--- config.mk ---
export PLATFORM = sky130hd
export DESIGN_NAME = wav_header_chunk_parser
export DESIGN_NICKNAME = d
export VERILOG_FILES = /design/src/sv/wavhdr_pkg.sv /design/src/sv/wav_header_chunk_parser.sv
export SDC_FILE = /design/constraint.sdc
export NUM_CORES = 1
export LEC_CHECK = 0
export BUFFER_PORTS_ARGS = -buffer_cell sky130_fd_sc_hd__buf_2
export CORE_MARGIN = 10
export CORE_UTILIZATION = 60
export CTS_CLUSTER_DIAMETER = 40
export DETAILED_ROUTE_END_ITERATION = 8
export HOLD_SLACK_MARGIN = 0.1
export PLACE_DENSITY = 0.83
export SETUP_SLACK_MARGIN = 0.15
export SYNTH_ARGS = -nofsm -noshare
export SYNTH_HDL_FRONTEND = slang
export SYNTH_SLANG_ARGS = --single-unit
--- constraint.sdc ---
create_clock -name clk -period 5.47 [get_ports clk]
set_input_delay 0.547 -clock clk [delete_from_list [all_inputs] [get_ports clk]]
set_output_delay 0.547 -clock clk [all_outputs]
set_load 0.005 [all_outputs]
--- src/sv/wavhdr_pkg.sv ---
`timescale 1ns / 1ps
// Shared types and constants for the WAV header chunk parser.
// No dependencies; imported by wav_header_chunk_parser.
package wavhdr_pkg;

  localparam int unsigned HEADER_LEN = 36;
  localparam int unsigned FIFO_DEPTH = 4;
  localparam int unsigned PTR_W      = $clog2(FIFO_DEPTH);
  localparam int unsigned CNT_W      = $clog2(FIFO_DEPTH + 1);

  typedef enum logic [1:0] {
    KIND_FORMAT   = 2'd0,
    KIND_PCM      = 2'd1,
    KIND_NO_DATA  = 2'd2,
    KIND_TRUNC    = 2'd3
  } kind_t;

  typedef struct packed {
    kind_t       kind;
    logic [15:0] channels;
    logic [31:0] sample_rate;
    logic [7:0]  sample_bits;
    logic [31:0] pcm_size;
    logic [7:0]  pcm_byte;
    logic        last;
  } result_t;

  function automatic logic [7:0] data_tag(input logic [1:0] idx);
    logic [7:0] ch;
    case (idx)
      2'd0:    ch = 8'h64;
      2'd1:    ch = 8'h61;
      2'd2:    ch = 8'h74;
      default: ch = 8'h61;
    endcase
    return ch;
  endfunction

  function automatic result_t make_result(
    input kind_t       kind,
    input logic [7:0]  pcm,
    input logic        last,
    input logic [15:0] channels,
    input logic [31:0] rate,
    input logic [7:0]  bits,
    input logic [31:0] size
  );
    result_t r;
    logic    err;
    err           = (kind == KIND_NO_DATA);
    r.kind        = kind;
    r.channels    = err ? 16'd0 : channels;
    r.sample_rate = err ? 32'd0 : rate;
    r.sample_bits = err ? 8'd0 : bits;
    r.pcm_size    = err ? 32'd0 : size;
    r.pcm_byte    = pcm;
    r.last        = last;
    return r;
  endfunction

endpackage

--- src/sv/wav_header_chunk_parser.sv ---
`timescale 1ns / 1ps
// WAV header chunk parser: takes a WAV file one byte per word and emits a
// format word, the PCM bytes and error words. Depends on wavhdr_pkg.
//
// The input channel carries one file byte per word, with in_end_of_file set
// on the last byte of a file. The output channel carries result words: one
// format word when the data chunk header is complete, one word per PCM byte,
// and an error word when the file ends early or the data chunk is cut short.
// A byte is held in an input register, then parsed and written into a
// four-entry result queue when it has room; results leave from its head.
// One byte is taken per cycle while the queue has room for two results; a
// byte yields at most two results. When the receiver stalls, the queue fills
// and in_ready drops once three or more words are waiting. Reset clears the
// parser to the start of a file and empties the queue. After a byte with
// in_end_of_file set, the parser returns to the start of a file by itself.
module wav_header_chunk_parser
  import wavhdr_pkg::*;
(
  input  logic        clk,
  input  logic        rst_n,
  input  logic        in_valid,
  output logic        in_ready,
  input  logic [7:0]  in_file_byte,
  input  logic        in_end_of_file,
  output logic        out_valid,
  input  logic        out_ready,
  output logic [1:0]  out_kind,
  output logic [15:0] out_channels,
  output logic [31:0] out_sample_rate,
  output logic [7:0]  out_sample_bits,
  output logic [31:0] out_pcm_size,
  output logic [7:0]  out_pcm_byte,
  output logic        out_last
);

  typedef enum logic [2:0] {
    PH_HEADER = 3'd0,
    PH_ID     = 3'd1,
    PH_SIZE   = 3'd2,
    PH_SKIP   = 3'd3,
    PH_DATA   = 3'd4,
    PH_DONE   = 3'd5
  } phase_t;

  logic             stg_v_r;
  logic [7:0]       stg_byte_r;
  logic             stg_eof_r;

  phase_t           phase_r, phase_nxt;
  logic [5:0]       pos_r, pos_nxt;
  logic [31:0]      shift_r, shift_nxt;
  logic             is_data_r, is_data_nxt;
  logic [31:0]      remain_r, remain_nxt;
  logic [15:0]      chan_r, chan_nxt;
  logic [31:0]      rate_r, rate_nxt;
  logic [7:0]       bits_r, bits_nxt;
  logic [31:0]      size_r, size_nxt;

  result_t          fifo_r [FIFO_DEPTH];
  logic [PTR_W-1:0] wr_ptr_r, rd_ptr_r, wr_ptr1;
  logic [CNT_W-1:0] cnt_r;

  logic             advance, pop;
  logic             push0, push1, closed;
  result_t          res0, res1, head;
  logic [5:0]       pos_inc;
  logic [31:0]      remain_dec;
  logic [31:0]      size_word;

  assign advance  = stg_v_r && (cnt_r <= CNT_W'(FIFO_DEPTH - 2));
  assign in_ready = !stg_v_r || advance;
  assign pop      = out_valid && out_ready;
  assign wr_ptr1  = wr_ptr_r + PTR_W'(1);

  assign pos_inc    = pos_r + 6'd1;
  assign remain_dec = remain_r - 32'd1;
  assign size_word  = {stg_byte_r, shift_r[31:8]};

  always_comb begin
    phase_nxt   = phase_r;
    pos_nxt     = pos_r;
    shift_nxt   = shift_r;
    is_data_nxt = is_data_r;
    remain_nxt  = remain_r;
    chan_nxt    = chan_r;
    rate_nxt    = rate_r;
    bits_nxt    = bits_r;
    size_nxt    = size_r;
    push0       = 1'b0;
    push1       = 1'b0;
    closed      = 1'b0;
    res0        = make_result(KIND_NO_DATA, 8'd0, 1'b1, 16'd0, 32'd0, 8'd0, 32'd0);
    res1        = res0;

    unique case (phase_r)
      PH_HEADER: begin
        case (pos_r)
          6'd22:   chan_nxt[7:0]   = stg_byte_r;
          6'd23:   chan_nxt[15:8]  = stg_byte_r;
          6'd24:   rate_nxt[7:0]   = stg_byte_r;
          6'd25:   rate_nxt[15:8]  = stg_byte_r;
          6'd26:   rate_nxt[23:16] = stg_byte_r;
          6'd27:   rate_nxt[31:24] = stg_byte_r;
          6'd34:   bits_nxt        = stg_byte_r;
          default: ;
        endcase
        pos_nxt = pos_inc;
        if (pos_inc >= 6'(HEADER_LEN)) begin
          phase_nxt   = PH_ID;
          pos_nxt     = 6'd0;
          is_data_nxt = 1'b1;
        end
      end
      PH_ID: begin
        if (stg_byte_r != data_tag(pos_r[1:0])) begin
          is_data_nxt = 1'b0;
        end
        pos_nxt = pos_inc;
        if (pos_inc >= 6'd4) begin
          phase_nxt = PH_SIZE;
          pos_nxt   = 6'd0;
          shift_nxt = 32'd0;
        end
      end
      PH_SIZE: begin
        shift_nxt = size_word;
        pos_nxt   = pos_inc;
        if (pos_inc >= 6'd4) begin
          pos_nxt    = 6'd0;
          remain_nxt = size_word;
          if (is_data_r) begin
            size_nxt = size_word;
            push0    = 1'b1;
            if (size_word == 32'd0) begin
              res0      = make_result(KIND_FORMAT, 8'd0, 1'b1, chan_r, rate_r, bits_r,
                                      size_word);
              closed    = 1'b1;
              phase_nxt = PH_DONE;
            end else begin
              res0      = make_result(KIND_FORMAT, 8'd0, 1'b0, chan_r, rate_r, bits_r,
                                      size_word);
              phase_nxt = PH_DATA;
              if (stg_eof_r) begin
                push1  = 1'b1;
                res1   = make_result(KIND_TRUNC, 8'd0, 1'b1, chan_r, rate_r, bits_r,
                                     size_word);
                closed = 1'b1;
              end
            end
          end else begin
            phase_nxt   = (size_word == 32'd0) ? PH_ID : PH_SKIP;
            is_data_nxt = 1'b1;
          end
        end
      end
      PH_SKIP: begin
        remain_nxt = remain_dec;
        if (remain_dec == 32'd0) begin
          phase_nxt   = PH_ID;
          pos_nxt     = 6'd0;
          is_data_nxt = 1'b1;
        end
      end
      PH_DATA: begin
        remain_nxt = remain_dec;
        push0      = 1'b1;
        if (remain_dec == 32'd0) begin
          res0      = make_result(KIND_PCM, stg_byte_r, 1'b1, chan_r, rate_r, bits_r,
                                  size_r);
          closed    = 1'b1;
          phase_nxt = PH_DONE;
        end else begin
          res0 = make_result(KIND_PCM, stg_byte_r, 1'b0, chan_r, rate_r, bits_r, size_r);
          if (stg_eof_r) begin
            push1  = 1'b1;
            res1   = make_result(KIND_TRUNC, 8'd0, 1'b1, chan_r, rate_r, bits_r, size_r);
            closed = 1'b1;
          end
        end
      end
      default: begin
        closed = 1'b1;
      end
    endcase

    if (stg_eof_r) begin
      if (!closed) begin
        if (push0) begin
          push1 = 1'b1;
        end else begin
          push0 = 1'b1;
        end
      end
      phase_nxt   = PH_HEADER;
      pos_nxt     = 6'd0;
      shift_nxt   = 32'd0;
      is_data_nxt = 1'b0;
      remain_nxt  = 32'd0;
      chan_nxt    = 16'd0;
      rate_nxt    = 32'd0;
      bits_nxt    = 8'd0;
      size_nxt    = 32'd0;
    end
  end

  always_ff @(posedge clk) begin
    if (!rst_n) begin
      stg_v_r   <= 1'b0;
      phase_r   <= PH_HEADER;
      pos_r     <= 6'd0;
      shift_r   <= 32'd0;
      is_data_r <= 1'b0;
      remain_r  <= 32'd0;
      chan_r    <= 16'd0;
      rate_r    <= 32'd0;
      bits_r    <= 8'd0;
      size_r    <= 32'd0;
    end else begin
      if (in_ready) begin
        stg_v_r <= in_valid;
      end
      if (advance) begin
        phase_r   <= phase_nxt;
        pos_r     <= pos_nxt;
        shift_r   <= shift_nxt;
        is_data_r <= is_data_nxt;
        remain_r  <= remain_nxt;
        chan_r    <= chan_nxt;
        rate_r    <= rate_nxt;
        bits_r    <= bits_nxt;
        size_r    <= size_nxt;
      end
    end
  end

  always_ff @(posedge clk) begin
    if (in_ready && in_valid) begin
      stg_byte_r <= in_file_byte;
      stg_eof_r  <= in_end_of_file;
    end
  end

  always_ff @(posedge clk) begin
    if (!rst_n) begin
      wr_ptr_r <= '0;
      rd_ptr_r <= '0;
      cnt_r    <= '0;
    end else begin
      wr_ptr_r <= wr_ptr_r + PTR_W'(advance && push0) + PTR_W'(advance && push1);
      rd_ptr_r <= rd_ptr_r + PTR_W'(pop);
      cnt_r    <= cnt_r + CNT_W'(advance && push0) + CNT_W'(advance && push1)
                  - CNT_W'(pop);
    end
  end

  always_ff @(posedge clk) begin
    for (int i = 0; i < FIFO_DEPTH; i++) begin
      if (advance && push0 && (wr_ptr_r == PTR_W'(i))) begin
        fifo_r[i] <= res0;
      end else if (advance && push1 && (wr_ptr1 == PTR_W'(i))) begin
        fifo_r[i] <= res1;
      end
    end
  end

  assign head            = fifo_r[rd_ptr_r];
  assign out_valid       = (cnt_r != '0);
  assign out_kind        = head.kind;
  assign out_channels    = head.channels;
  assign out_sample_rate = head.sample_rate;
  assign out_sample_bits = head.sample_bits;
  assign out_pcm_size    = head.pcm_size;
  assign out_pcm_byte    = head.pcm_byte;
  assign out_last        = head.last;

endmodule
==> results.toml <==
[route]
drtIter0Drc = 2454
drt-total-wl_um = 70900
antenna_left = 0
vias = 18900
vias_per_cell = 6.55
wl_per_cell_um = 24.5
first_pass_iters = 6
drc = 0

[yosys]
synth_warnings = 0
synth_edf_count = 395
syn_inst = 2224
avgSynthCellArea_um2 = 12.0
syn-cell-area_mm2 = 0.0267
ys_seq_area_share_pct = 57.3
synthTopCellsByCount = "edfxtp_1, nand2_1, and2_1"
syn_nets = 2249
synth_cell_type_count = 72
async_flop_share_pct = 0
synth_ff_type = "edfxtp_1"
ys_ff_latch = 567
synth.top_cell.area_share_pct = 44.4
yosysTopAreaCell = "edfxtp_1"
synth.most_common_cell = "edfxtp_1"
synth_top_cells_by_area = "edfxtp_1, dfxtp_1, mux4_2"

[worst_setup_path]
end_kind = "flop"
critPathLaunchType = "flop"
cp_max_fo = 37
worstSetupPathType = "flop to flop"
required_ns = 5.74
arrival_ns = 4.79

[clock_network]
clkSinkCount = 567
cts.repair.resized = 0
clk_path_buf_depth = 3
cts_tree = "built"
cts_made_buffers = 73
htreeDepth = 3
post_cts_buffers = 0
clk_latency_ns = 0.62
clkTransAtPathRegs_ns = 0.06
clockRootBuffer = "clkbuf_16"
ctsHoldBuffers = 0

[die]
rows = 77
die_h_um = 231
dieArea_mm2 = 0.0533
io_pins = 114
core_area_mm2 = 0.0441
initial_utilization_pct = 60.5
dieWidth_um = 231

[sta]
finalSetupViolCount = 0
setup_tns_ns = 0
clock_skew_ns = 0.0482
grt_setup_unrepaired = "no"
period_needed_ns = 4.52
hold_viol = 0
period_share_pct = 82.7
drv_slew = 0
max_slew_margin_pct = 15.8
fmax_mhz = 221
worstMarginPinSlew_ns = 1.26

[placement]
gp_congestion = 0.919
portBuffers = 113
dp.cells = 2755
dp_hpwl_um = 41600

[cells_and_area]
final_layout_size_suffix_gt1_share_pct = 18.1
antennaDiodeCount = 0
multi_input_area_mm2 = 0.0106
fillers = 3029
nets = 2263
fin_cells = 2890
area_growth_pct = 13.1
regArea_mm2 = 0.0153

[global_routing]
grt_pass1_vias = 18800
grt_max_degree = 127
antenna_found_initial = 0
grt_util_all_layers_pct = 26.1
grt_first_pass_wirelength_um = 109000
grt_overflow = 0

[power_and_ir_drop]
comb_power_share_pct = 15.0
p_int_mw = 8.49
clkPwrFrac_pct = 42.7
power_density_mw_per_mm2 = 384
power_frac_seq_pct = 42.3
vdd_drop_max_uv = 229
leakage_nw = 9.84
switching_share_pct = 26.8
p_sw_mw = 3.11

[min_path]
hold_class = "input port to flop"

[job]
maxCapViolCount = 0

[run_status]
outcome = "complete, no violations"
[final cells by class]
class                   instances  area share (%)
repair buffers                148            3.08
flip-flops and latches        567            50.7
clock buffers                  87            6.36
inverters                      20           0.249
multi-input cells            1428            35.1
clock inverters                48            2.03
well taps                     592            2.45
[worst paths after layout]
kind                        startpoint                        end  slack, ns  cells after the start
max           remain_r[0]$_SDFFE_PN0P_    fifo_r[0][80]$_DFFE_PP_       0.95                     11
max reg2reg   remain_r[0]$_SDFFE_PN0P_    fifo_r[0][80]$_DFFE_PP_       0.95                     11
min reg2reg  fifo_r[2][0]$_SDFFE_PP1P_  fifo_r[2][0]$_SDFFE_PP1P_       0.49                      2
min                    in_file_byte[0]    stg_byte_r[0]$_DFFE_PP_       0.14                      1
[per-stage QoR]
step	power, mW	setup WS [ns]	cell area, µm²	hold slack (ns)	utilization (%)
floorplan	6.05	0.454	26700	0.437	-
global placement	6.72	1.24	27700	0.457	62.7
detailed placement	6.75	1.06	27700	0.476	62.7
CTS	11.6	1.02	30200	0.124	68.4
global route	11.9	0.625	30200	0.129	68.4
finish	11.6	0.947	30200	0.137	68.4
[critical path: stages, from the launching register on]
cell and delay (ns):
dfxtp_1 0.34, inv_1 0.11, ha_1 0.51, nor2b_1 0.39, nand3_2 0.24, a2111oi_2 0.40, a2bb2oi_2 0.22, nor3_1 0.10
a31oi_4 0.38, nand4_1 0.52, nand2_4 0.65, buf_12 0.33
[cell usage in the layout (no fill, tap or decap), types with 9 or more instances in the layout]
| cell | instances |
|---|---|
| nor2_1 | 120 |
| nand3_1 | 58 |
| mux4_2 | 99 |
| mux2i_1 | 66 |
| clkbuf_16 | 73 |
| edfxtp_1 | 395 |
| a21oi_1 | 48 |
| clkinvlp_4 | 9 |
| and3_1 | 36 |
| nand4_1 | 15 |
| nor4_1 | 17 |
| a21boi_0 | 60 |
| inv_6 | 10 |
| and2_1 | 198 |
| dfxtp_1 | 170 |
| nand2b_1 | 9 |
| nor3_1 | 36 |
| o21ai_0 | 62 |
| clkbuf_1 | 10 |
| nor2b_1 | 78 |
| a22o_1 | 97 |
| a32oi_1 | 32 |
| o21ai_1 | 28 |
| nor3b_1 | 14 |
| ha_1 | 11 |
| inv_1 | 19 |
| nand2_1 | 199 |
| buf_2 | 112 |
| buf_4 | 28 |
[flip-flops by register name (all words and copies together) (netlist names), 3 cells and up]
| signal | cells |
|---|---|
| fifo_r | 396 |
| rate_r | 32 |
| remain_r | 32 |
| pos_r | 6 |
| cnt_r | 3 |
| stg_byte_r | 8 |
| phase_r | 3 |
| shift_r | 24 |
| bits_r | 8 |
| size_r | 32 |
| chan_r | 16 |
[routing by layer]
layer  vias to the layer above  wire [µm]  GRT usage [%]
met3                       201       6390           4.21
met2                      1082      35200           43.8
met1                      9337      26700           33.2
met5                         -          0              0
li1                       8297          -              -
met4                         0       2630           10.8
[cell families after synthesis]
group,synth area share [%]
muxes,10.9
and+or+nand+nor,16.5
DFF,57.3
buffers and inverters,3.42
AOI/OAI and AO/OA,10.9
adders and majority gates,0.590
xor gates and xnor gates,0.426
[power by group through the flow]
stage,clock network [mW],logic [mW],registers (mW)
final,4.95,1.74,4.91
after CTS,4.96,1.76,4.91
after floorplan,0,1.17,4.88
after global placement,0,1.73,4.99
after global routing,5.15,1.85,4.93
after detailed placement,0,1.75,5.00
(Power assumes the default switching activity.)
